==> src/rtl/afrlp_pkg.sv <==
// ----------------------------------------------------------------------------
// afrlp_pkg
// Shared types and constants of the API receive frame level parser.
// ----------------------------------------------------------------------------
package afrlp_pkg;

    // Frame delimiter
    localparam logic [7:0] START_BYTE = 8'h7E;

    // Configuration port
    localparam int CFG_INDEX_W = 1;
    localparam int CFG_DATA_W  = 8;

    localparam logic [CFG_INDEX_W-1:0] REG_GAIN    = 1'b0;
    localparam logic [CFG_INDEX_W-1:0] REG_CEILING = 1'b1;

    localparam logic [7:0] GAIN_RESET    = 8'd15;
    localparam logic [7:0] CEILING_RESET = 8'd250;

    // Depth of the queue between the framer and the level stage
    localparam int QUEUE_DEPTH_DEFAULT = 4;

    // Outcome of one complete frame, handed from framer to level stage
    typedef struct packed {
        logic       bad;
        logic [7:0] payload;
    } verdict_t;

endpackage

==> src/rtl/afrlp_in_if.sv <==
// ----------------------------------------------------------------------------
// afrlp_in_if
// Byte stream channel into the parser: one serial byte per beat.
// ----------------------------------------------------------------------------
interface afrlp_in_if;

    logic       valid;
    logic       ready;
    logic [7:0] rx_byte;

    modport source (output valid, output rx_byte, input ready);
    modport sink   (input valid, input rx_byte, output ready);

endinterface

==> src/rtl/afrlp_out_if.sv <==
// ----------------------------------------------------------------------------
// afrlp_out_if
// Result channel out of the parser: a new level or a checksum error per beat.
// ----------------------------------------------------------------------------
interface afrlp_out_if;

    logic       valid;
    logic       ready;
    logic [7:0] level;
    logic       checksum_error;

    modport source (output valid, output level, output checksum_error, input ready);
    modport sink   (input valid, input level, input checksum_error, output ready);

endinterface

==> src/rtl/api_frame_rx_level_parser.sv <==
// ----------------------------------------------------------------------------
// api_frame_rx_level_parser
// Parses API receive frames from a byte stream and reports level changes.
// ----------------------------------------------------------------------------
// The block takes one serial byte per clock cycle with no bubbles, as long as
// the result side keeps up. A result passes through the verdict queue and the
// product and output registers of the level stage before it is offered on the
// port. A stalled result side fills the queue of QUEUE_DEPTH frame verdicts,
// and only then holds off the checksum byte of the next frame; all other bytes
// are always taken. The user must write gain and ceiling through the
// configuration port only while no frame is in flight; the block itself does
// not enforce this. After reset the block is ready at once.
module api_frame_rx_level_parser
    import afrlp_pkg::*;
#(
    parameter int QUEUE_DEPTH = QUEUE_DEPTH_DEFAULT
)
(
    input  logic                   clk,
    input  logic                   rst_n,
    input  logic                   cfg_we,
    input  logic [CFG_INDEX_W-1:0] cfg_index,
    input  logic [CFG_DATA_W-1:0]  cfg_data,
    afrlp_in_if.sink               rx,
    afrlp_out_if.source            res
);

    logic [7:0] gain_reg;
    logic [7:0] ceiling_reg;
    logic       push;
    logic       push_ready;
    verdict_t   push_data;
    logic       pop;
    logic       pop_valid;
    verdict_t   pop_data;

    // Configuration registers
    always_ff @(posedge clk or negedge rst_n)
    begin
        if (!rst_n)
        begin
            gain_reg    <= GAIN_RESET;
            ceiling_reg <= CEILING_RESET;
        end
        else if (cfg_we)
        begin
            unique case (cfg_index)
                REG_GAIN:    gain_reg    <= cfg_data[7:0];
                REG_CEILING: ceiling_reg <= cfg_data[7:0];
            endcase
        end
    end

    afrlp_front u_front (
        .clk        (clk),
        .rst_n      (rst_n),
        .rx         (rx),
        .push       (push),
        .push_data  (push_data),
        .push_ready (push_ready)
    );

    afrlp_queue #(
        .DEPTH (QUEUE_DEPTH)
    ) u_queue (
        .clk        (clk),
        .rst_n      (rst_n),
        .push       (push),
        .push_data  (push_data),
        .push_ready (push_ready),
        .pop        (pop),
        .pop_valid  (pop_valid),
        .pop_data   (pop_data)
    );

    afrlp_back u_back (
        .clk       (clk),
        .rst_n     (rst_n),
        .gain      (gain_reg),
        .ceiling   (ceiling_reg),
        .pop_valid (pop_valid),
        .pop_data  (pop_data),
        .pop       (pop),
        .res       (res)
    );

endmodule

==> src/rtl/afrlp_front.sv <==
// ----------------------------------------------------------------------------
// afrlp_front
// Framer: hunts for the start byte, sums the frame body and checks the
// checksum byte, then pushes one verdict per frame into the queue.
// ----------------------------------------------------------------------------
module afrlp_front
    import afrlp_pkg::*;
(
    input  logic       clk,
    input  logic       rst_n,
    afrlp_in_if.sink   rx,
    output logic       push,
    output verdict_t   push_data,
    input  logic       push_ready
);

    // Position within the frame
    localparam logic [4:0] PH_HUNT      = 5'd0;
    localparam logic [4:0] PH_LEN_HI    = 5'd1;
    localparam logic [4:0] PH_LEN_LO    = 5'd2;
    localparam logic [4:0] PH_FIRST_SUM = 5'd3;
    localparam logic [4:0] PH_PAYLOAD   = 5'd15;
    localparam logic [4:0] PH_CHECK     = 5'd16;

    logic [4:0] phase_reg;
    logic [4:0] phase_next;
    logic [7:0] sum_reg;
    logic [7:0] sum_next;
    logic [7:0] payload_reg;
    logic [7:0] payload_next;
    logic       beat;

    // Stall only on the checksum byte, and only while the queue is full
    assign rx.ready = (phase_reg != PH_CHECK) || push_ready;
    assign beat     = rx.valid && rx.ready;

    // Push the frame outcome with the checksum byte
    assign push              = beat && (phase_reg == PH_CHECK);
    assign push_data.bad     = (rx.rx_byte != ~sum_reg);
    assign push_data.payload = payload_reg;

    // Advance the frame position on every beat, but in the hunt only on a start byte
    always_comb
    begin
        phase_next   = phase_reg;
        sum_next     = sum_reg;
        payload_next = payload_reg;
        if (beat)
        begin
            unique case (phase_reg) inside
                PH_HUNT:
                begin
                    if (rx.rx_byte == START_BYTE)
                    begin
                        phase_next = PH_LEN_HI;
                        sum_next   = 8'd0;
                    end
                end
                PH_LEN_HI, PH_LEN_LO:
                begin
                    phase_next = phase_reg + 5'd1;
                end
                [PH_FIRST_SUM:PH_PAYLOAD]:
                begin
                    sum_next   = sum_reg + rx.rx_byte;
                    phase_next = phase_reg + 5'd1;
                    if (phase_reg == PH_PAYLOAD)
                    begin
                        payload_next = rx.rx_byte;
                    end
                end
                PH_CHECK:
                begin
                    phase_next = PH_HUNT;
                end
                default:
                begin
                    phase_next = PH_HUNT;
                end
            endcase
        end
    end

    always_ff @(posedge clk or negedge rst_n)
    begin
        if (!rst_n)
        begin
            phase_reg <= PH_HUNT;
        end
        else
        begin
            phase_reg <= phase_next;
        end
    end

    // Body sum and payload need no reset: hunting overwrites the sum first
    always_ff @(posedge clk)
    begin
        sum_reg     <= sum_next;
        payload_reg <= payload_next;
    end

endmodule

==> src/rtl/afrlp_queue.sv <==
// ----------------------------------------------------------------------------
// afrlp_queue
// Short verdict queue that decouples the framer from the level stage.
// ----------------------------------------------------------------------------
module afrlp_queue
    import afrlp_pkg::*;
#(
    parameter int DEPTH = QUEUE_DEPTH_DEFAULT
)
(
    input  logic     clk,
    input  logic     rst_n,
    input  logic     push,
    input  verdict_t push_data,
    output logic     push_ready,
    input  logic     pop,
    output logic     pop_valid,
    output verdict_t pop_data
);

    localparam int PTR_W = (DEPTH > 1) ? $clog2(DEPTH) : 1;
    localparam int CNT_W = $clog2(DEPTH + 1);
    localparam logic [PTR_W-1:0] LAST_PTR = PTR_W'(DEPTH - 1);
    localparam logic [CNT_W-1:0] FULL_CNT = CNT_W'(DEPTH);

    verdict_t         slot_reg [DEPTH];
    logic [PTR_W-1:0] wr_ptr_reg;
    logic [PTR_W-1:0] rd_ptr_reg;
    logic [CNT_W-1:0] count_reg;
    logic             do_push;
    logic             do_pop;

    assign push_ready = (count_reg != FULL_CNT);
    assign pop_valid  = (count_reg != '0);
    assign pop_data   = slot_reg[rd_ptr_reg];
    assign do_push    = push && push_ready;
    assign do_pop     = pop && pop_valid;

    // Write the incoming verdict at the tail
    always_ff @(posedge clk)
    begin
        if (do_push)
        begin
            slot_reg[wr_ptr_reg] <= push_data;
        end
    end

    // Advance pointers and occupancy
    always_ff @(posedge clk or negedge rst_n)
    begin
        if (!rst_n)
        begin
            wr_ptr_reg <= '0;
            rd_ptr_reg <= '0;
            count_reg  <= '0;
        end
        else
        begin
            if (do_push)
            begin
                wr_ptr_reg <= (wr_ptr_reg == LAST_PTR) ? '0 : wr_ptr_reg + 1'b1;
            end
            if (do_pop)
            begin
                rd_ptr_reg <= (rd_ptr_reg == LAST_PTR) ? '0 : rd_ptr_reg + 1'b1;
            end
            if (do_push && !do_pop)
            begin
                count_reg <= count_reg + 1'b1;
            end
            else if (do_pop && !do_push)
            begin
                count_reg <= count_reg - 1'b1;
            end
        end
    end

endmodule

==> src/rtl/afrlp_back.sv <==
// ----------------------------------------------------------------------------
// afrlp_back
// Level stage: scales the payload by the gain, clamps at the ceiling and
// emits the level when it changes, or flags a checksum error.
// ----------------------------------------------------------------------------
module afrlp_back
    import afrlp_pkg::*;
(
    input  logic        clk,
    input  logic        rst_n,
    input  logic [7:0]  gain,
    input  logic [7:0]  ceiling,
    input  logic        pop_valid,
    input  verdict_t    pop_data,
    output logic        pop,
    afrlp_out_if.source res
);

    // Product stage
    logic        mul_valid_reg;
    logic        mul_bad_reg;
    logic [15:0] mul_prod_reg;

    // Output stage
    logic        out_valid_reg;
    logic        out_valid_next;
    logic [7:0]  out_level_reg;
    logic [7:0]  out_level_next;
    logic        out_err_reg;
    logic        out_err_next;
    logic [7:0]  prev_level_reg;
    logic [7:0]  prev_level_next;

    logic        mul_move;
    logic [7:0]  clamped;

    assign mul_move = mul_valid_reg && (!out_valid_reg || res.ready);
    assign pop      = pop_valid && (!mul_valid_reg || mul_move);
    assign clamped  = (mul_prod_reg > {8'd0, ceiling}) ? ceiling : mul_prod_reg[7:0];

    // Load the product stage from the queue
    always_ff @(posedge clk or negedge rst_n)
    begin
        if (!rst_n)
        begin
            mul_valid_reg <= 1'b0;
        end
        else if (pop || mul_move)
        begin
            mul_valid_reg <= pop;
        end
    end

    always_ff @(posedge clk)
    begin
        if (pop)
        begin
            mul_bad_reg  <= pop_data.bad;
            mul_prod_reg <= pop_data.payload * gain;
        end
    end

    // Decide the result and keep the last good level
    always_comb
    begin
        out_valid_next  = out_valid_reg && !res.ready;
        out_level_next  = out_level_reg;
        out_err_next    = out_err_reg;
        prev_level_next = prev_level_reg;
        if (mul_move)
        begin
            if (mul_bad_reg)
            begin
                out_valid_next = 1'b1;
                out_level_next = 8'd0;
                out_err_next   = 1'b1;
            end
            else
            begin
                prev_level_next = clamped;
                out_valid_next  = (clamped != prev_level_reg);
                out_level_next  = clamped;
                out_err_next    = 1'b0;
            end
        end
    end

    always_ff @(posedge clk or negedge rst_n)
    begin
        if (!rst_n)
        begin
            out_valid_reg  <= 1'b0;
            prev_level_reg <= 8'd0;
        end
        else
        begin
            out_valid_reg  <= out_valid_next;
            prev_level_reg <= prev_level_next;
        end
    end

    always_ff @(posedge clk)
    begin
        out_level_reg <= out_level_next;
        out_err_reg   <= out_err_next;
    end

    assign res.valid          = out_valid_reg;
    assign res.level          = out_level_reg;
    assign res.checksum_error = out_err_reg;

endmodule

==> src/flat_wrapper.sv <==
// flat-port wrapper written by rule: the top's interface ports become plain ports
module api_frame_rx_level_parser_flat import afrlp_pkg::*;
#(
    parameter int QUEUE_DEPTH = QUEUE_DEPTH_DEFAULT
)
  (clk, rst_n, cfg_we, cfg_index, cfg_data, rx_valid, rx_rx_byte, rx_ready, res_valid, res_level, res_checksum_error, res_ready);
  afrlp_in_if rx_i ();
  afrlp_out_if res_i ();
  input  logic clk;
  input  logic rst_n;
  input  logic cfg_we;
  input  logic [CFG_INDEX_W-1:0] cfg_index;
  input  logic [CFG_DATA_W-1:0] cfg_data;
  input wire logic [$bits(rx_i.valid)-1:0] rx_valid;
  input wire logic [$bits(rx_i.rx_byte)-1:0] rx_rx_byte;
  output wire logic [$bits(rx_i.ready)-1:0] rx_ready;
  output wire logic [$bits(res_i.valid)-1:0] res_valid;
  output wire logic [$bits(res_i.level)-1:0] res_level;
  output wire logic [$bits(res_i.checksum_error)-1:0] res_checksum_error;
  input wire logic [$bits(res_i.ready)-1:0] res_ready;
  assign rx_i.valid = rx_valid;
  assign rx_i.rx_byte = rx_rx_byte;
  assign rx_ready = rx_i.ready;
  assign res_valid = res_i.valid;
  assign res_level = res_i.level;
  assign res_checksum_error = res_i.checksum_error;
  assign res_i.ready = res_ready;
  api_frame_rx_level_parser #(.QUEUE_DEPTH(QUEUE_DEPTH)) u_core (.clk(clk), .rst_n(rst_n), .cfg_we(cfg_we), .cfg_index(cfg_index), .cfg_data(cfg_data), .rx(rx_i), .res(res_i));
endmodule
==> config.mk <==
export PLATFORM = sky130hd
export DESIGN_NAME = api_frame_rx_level_parser_flat
export DESIGN_NICKNAME = d
export VERILOG_FILES = /design/src/rtl/afrlp_pkg.sv /design/src/rtl/afrlp_in_if.sv /design/src/rtl/afrlp_out_if.sv /design/src/rtl/api_frame_rx_level_parser.sv /design/src/rtl/afrlp_front.sv /design/src/rtl/afrlp_queue.sv /design/src/rtl/afrlp_back.sv /design/src/flat_wrapper.sv
export SDC_FILE = /design/constraint.sdc
export NUM_CORES = 1
export LEC_CHECK = 0
export BUFFER_PORTS_ARGS = -buffer_cell sky130_fd_sc_hd__clkbuf_2
export CORE_UTILIZATION = 60
export CTS_CLUSTER_SIZE = 40
export DETAILED_ROUTE_END_ITERATION = 6
export PLACE_DENSITY = 0.84
export SYNTH_ARGS = -nofsm -noshare
export SYNTH_HDL_FRONTEND = slang
export SYNTH_SLANG_ARGS = --single-unit
==> constraint.sdc <==
create_clock -name clk -period 5.5 [get_ports clk]
set_clock_uncertainty 0.05 [all_clocks]
set_input_delay 1.65 -clock clk [delete_from_list [all_inputs] [get_ports clk]]
set_output_delay 1.65 -clock clk [all_outputs]
set_load 0.02 [all_outputs]
==> results by stage <==
Worst setup path:
- The category of the critical setup timing path is reg -> reg.
- STA classifies the critical path endpoint as a flop.
- The maximum fanout encountered on the critical timing path is 9.
- The largest single stage delay on the critical path is 0.62 ns.
- The critical path's slowest cell is sky130_fd_sc_hd__mux4_2.
- The most frequent cell on the critical path is sky130_fd_sc_hd__fa_1.
- In this design, the largest share of critical-path delay is due to adder cells.
- The required time at the worst-slack endpoint is 5.61 ns.
- The startpoint class of the critical path is a flop.
- The data arrival time of the worst path is 5.30 ns.
- The number of buffers and inverters on the critical path is 2.
- The signal on the critical path passes through mux4_2 -> and2_1 -> fa_1 -> fa_1 -> inv_1 -> fa_1 -> fa_1 -> inv_1 -> ha_1 -> o21ai_1 -> a21boi_1 -> o31a_1 -> o211ai_1 -> a21oi_1 -> xnor2_1.

Place:
- Routability-driven placement finished with a final weighted congestion of 0.9129.
- In this run the tool buffered the top-level ports with 32 buffer cells.
- Once detailed placement completed, the half-perimeter wirelength came to 10410 µm.
- The post-place instance area is 7553 µm².

Timing:
- The time the worst path needs with I/O delays and setup is 5.189 ns.
- The sum of negative setup slack is 0 ns.
- Final hold analysis gives a worst-case slack of 0.4434 ns.
- In the finished design, the share of the clock period the worst path needs comes to 94.34%.
- The achievable frequency is 192.7 MHz.
- The number of endpoints with negative hold slack in the final report came to 0.
- The worst max-slew margin expressed relative to the limit is 19.81%.
- The max-slew violation total from the final report is 0.
- Setup repair after global routing left no endpoint under its margin.
- The transition time of the tightest slew-check pin is 1.190 ns.
- Setup violations remaining at the end of the flow were counted as 0.

Synthesis:
- After Yosys synthesis, and, or, nand and nor cells account for 12.19% of the synthesized area.
- The synthesized netlist occupies a cell area of 7224 µm².
- For this run, the number of Yosys warnings is 0.
- Of the total synthesized cell area, the portion taken by XOR and XNOR cells is 3.879%.
- After synthesis, the netlist uses 42 different library cells.
- Dividing the synthesized area by the synthesized cell count gives 11.79 µm².
- Counting every instance in the synthesized netlist gives 613.
- The net count of the mapped netlist is 735.
- After synthesis, the largest family of logic cells by area is adder cells.
- The portion of synthesized area spent on multiplexers is 6.183%.
- Summing the areas of all compound-gate instances in the mapped netlist gives 6.166% of the synthesized area.
- The share of the Yosys chip area taken by registers is 45.76%.
- Yosys mapped a number of flops with a built-in enable equal to 78.
- The fraction of registers with async set/reset is 32.76%.
- After Yosys synthesis, full adders, half adders and majority gates account for 21.27% of the synthesized area.
- The prevailing post-synth register cell is sky130_fd_sc_hd__edfxtp_1.
- The synthesis-stage register bit count is 116.

Die:
- The number of ports placed on the die boundary is 33.
- The total die area is 12480 µm².
- The die is 111.7 µm wide.
- In this run the standard cell core region covers 11560 µm².
- Row generation in the floorplan step produced 39 rows.
- From bottom edge to top edge, the die measures 111.7 µm.
- The starting density of the core is 62.47%.

Clocking:
- The clock latency of the later-clocked register in the worst-skew pair is 0.42 ns.
- The count of clock tree sinks is 116.
- The H-tree depth reported by CTS is 4.
- The clock tree from TritonCTS is done.
- In this run the deepest clock path goes through 2 buffers.
- Clock tree synthesis inserted a total of 17 buffers.
- Clock-pin slew was measured on the worst setup and hold paths at 0.06 ns.
- CTS placed an instance of sky130_fd_sc_hd__clkbuf_16 at the clock tree root.
- The total of hold buffers inserted after clock tree synthesis is 0.

Routing:
- The sum of routed wire length over all layers is 14480 µm.
- In the final routed layout, each cell accounts on average for 17.79 µm.
- After detailed routing, the number of vias per cell comes to 5.704.
- In the routed design, unresolved DRC markers number 0.
- The total iterations of the first detailed-routing run is 5.
- For this block, the initial DRC count from the detailed router was 230.
- The residual antenna-violating net count after detailed routing is 0.
- The detailed router placed 4643 vias in this run.

Layout:
- The synthesis-to-layout area growth is 12.95%.
- The sequential cell area is 3307 µm².
- The finished cells cover 8160 µm².
- Cells with a size suffix above 1 make up 16.69% of the layout.
- The area of combinational cells with multiple inputs is 3593 µm².
- The number of antenna diodes in the final layout is 0.
- The layout has 729 filler cells.
- The register with the most flip-flops in the layout has 36 of them.
- After the last flow step, the layout net total stands at 780.

Global route:
- The maximum number of pins on one net before global-route repair is 39.
- The number of antenna violations at the first check in global routing is 0.
- Summed over all layers, the global routing overflow is 0.
- For this run, the total global-route usage over all layers was measured as 25.19%.
- The number of global-route vias before repair is 5093.
- The wire length of the first global-routing pass is 23810 µm.

Flow run:
- The tool flagged a number of max-cap violations equal to 0.

Worst hold path:
- The path class of the lowest-slack min-delay path is reg -> reg.

Outcome:
- The flow ran to the end, and the final reports show no timing, DRC or antenna violations.
synth_stat cells, types with 9 or more instances:
| master | number | share of area [%] |
|---|---|---|
| sky130_fd_sc_hd__a21oi_1 | 20 | 1.4 |
| sky130_fd_sc_hd__and2_1 | 50 | 4.3 |
| sky130_fd_sc_hd__dfrtp_1 | 28 | 9.7 |
| sky130_fd_sc_hd__dfstp_2 | 10 | 3.6 |
| sky130_fd_sc_hd__edfxtp_1 | 78 | 32 |
| sky130_fd_sc_hd__fa_1 | 38 | 11 |
| sky130_fd_sc_hd__ha_1 | 62 | 11 |
| sky130_fd_sc_hd__inv_1 | 78 | 4.1 |
| sky130_fd_sc_hd__mux2_2 | 19 | 3.0 |
| sky130_fd_sc_hd__mux4_2 | 9 | 2.8 |
| sky130_fd_sc_hd__nand2_1 | 46 | 2.4 |
| sky130_fd_sc_hd__nor2_1 | 40 | 2.1 |
| sky130_fd_sc_hd__nor3_1 | 9 | 0.62 |
| sky130_fd_sc_hd__o21ai_0 | 27 | 1.9 |
| sky130_fd_sc_hd__xnor2_1 | 18 | 2.2 |
| sky130_fd_sc_hd__xor2_1 | 14 | 1.7 |
layer usage:
layer / track usage (%) / up-vias / wire, µm
met2: 45.13 / 140 / 7702
met3: 6.532 / 35 / 698
met1: 27.65 / 2285 / 5667
li1: - / 2183 / -
met5: 0 / - / 0
met4: 12.52 / 0 / 415
repair_timing:
item,in CTS,in global routing
buffers inserted,0,0
cloned,0,0
gates resized for setup,1,2
endpoints found under the setup margin,1,2
path summary, 6_finish.rpt:
| check | start | endpoint | depth (start not counted) | slack, ns |
|---|---|---|---|---|
| hold reg to reg | u_core.u_front.payload_reg[3] | u_core.u_queue.slot_reg[1][3] | 0 | 0.44 |
| min in group asynchronous | rst_n | u_core.u_queue.rd_ptr_reg[1] | 1 | 1.34 |
| setup reg to reg | u_core.u_queue.rd_ptr_reg[0] | u_core.u_back.mul_prod_reg[15] | 15 | 0.31 |
| hold / removal | u_core.u_front.payload_reg[3] | u_core.u_queue.slot_reg[1][3] | 0 | 0.44 |
| setup / recovery | u_core.u_queue.rd_ptr_reg[0] | u_core.u_back.mul_prod_reg[15] | 15 | 0.31 |
| max in group asynchronous | rst_n | u_core.u_queue.rd_ptr_reg[0] | 1 | 3.38 |
stage by stage:
step | instances | worst slack, ns | util (%)
2_1_floorplan | 613 | 0.4424 | -
3_3_place_gp | 782 | 0.2344 | 65.31
3_5_place_dp | 782 | 0.04596 | 65.31
4_1_cts | 814 | 0.1636 | 70.56
5_1_grt | 814 | 0.01321 | 70.56
6_report | 814 | 0.3114 | 70.56
placed cells by master, fill, tap and decap left out, types with 3 or more instances in the layout:
cell type                    n
sky130_fd_sc_hd__o21a_1      6
sky130_fd_sc_hd__o21ai_0    26
sky130_fd_sc_hd__dfrtp_1    27
sky130_fd_sc_hd__nor3_1      9
sky130_fd_sc_hd__xor2_1     14
sky130_fd_sc_hd__clkbuf_16  19
sky130_fd_sc_hd__buf_4       3
sky130_fd_sc_hd__mux2_2     19
sky130_fd_sc_hd__fa_1       38
sky130_fd_sc_hd__nand2b_1    4
sky130_fd_sc_hd__mux4_2      9
sky130_fd_sc_hd__edfxtp_1   78
sky130_fd_sc_hd__nand4_1     4
sky130_fd_sc_hd__dfstp_2    10
sky130_fd_sc_hd__xnor2_1    18
sky130_fd_sc_hd__a21o_1      3
sky130_fd_sc_hd__mux2i_1     3
sky130_fd_sc_hd__inv_1      78
sky130_fd_sc_hd__clkinv_4    5
sky130_fd_sc_hd__nor2_1     40
sky130_fd_sc_hd__a31oi_1     4
sky130_fd_sc_hd__nand2_1    46
sky130_fd_sc_hd__ha_1       62
sky130_fd_sc_hd__clkbuf_2   32
sky130_fd_sc_hd__a21oi_1    19
sky130_fd_sc_hd__nor2b_1     7
sky130_fd_sc_hd__nor4_1      4
sky130_fd_sc_hd__and2_1     50
cells by family (layout without fill, tap and decap cells):
| kind of cell | after synthesis | count (layout) |
|---|---|---|
| AND/OR/NAND/NOR | 175 | 175 |
| buffers and inverters | 87 | 145 |
| adder cells (fa/ha/maj) | 100 | 100 |
| XOR/XNOR | 32 | 32 |
| flip-flops | 116 | 116 |
| multiplexers | 31 | 31 |
| AO/OA/AOI/OAI | 72 | 72 |
cell type report:
cell class	count	share of cell area, %
Clock buffer	20	5.995
Clock inverter	12	1.426
Inverter	78	3.588
Multi-Input combinational cell	410	44.04
Sequential cell	116	40.52
Tap cell	143	2.193
Timing Repair Buffer	35	2.239
Power is not shown: default switching activity piles up to over one toggle a cycle in this logic, so the estimate is an artifact.
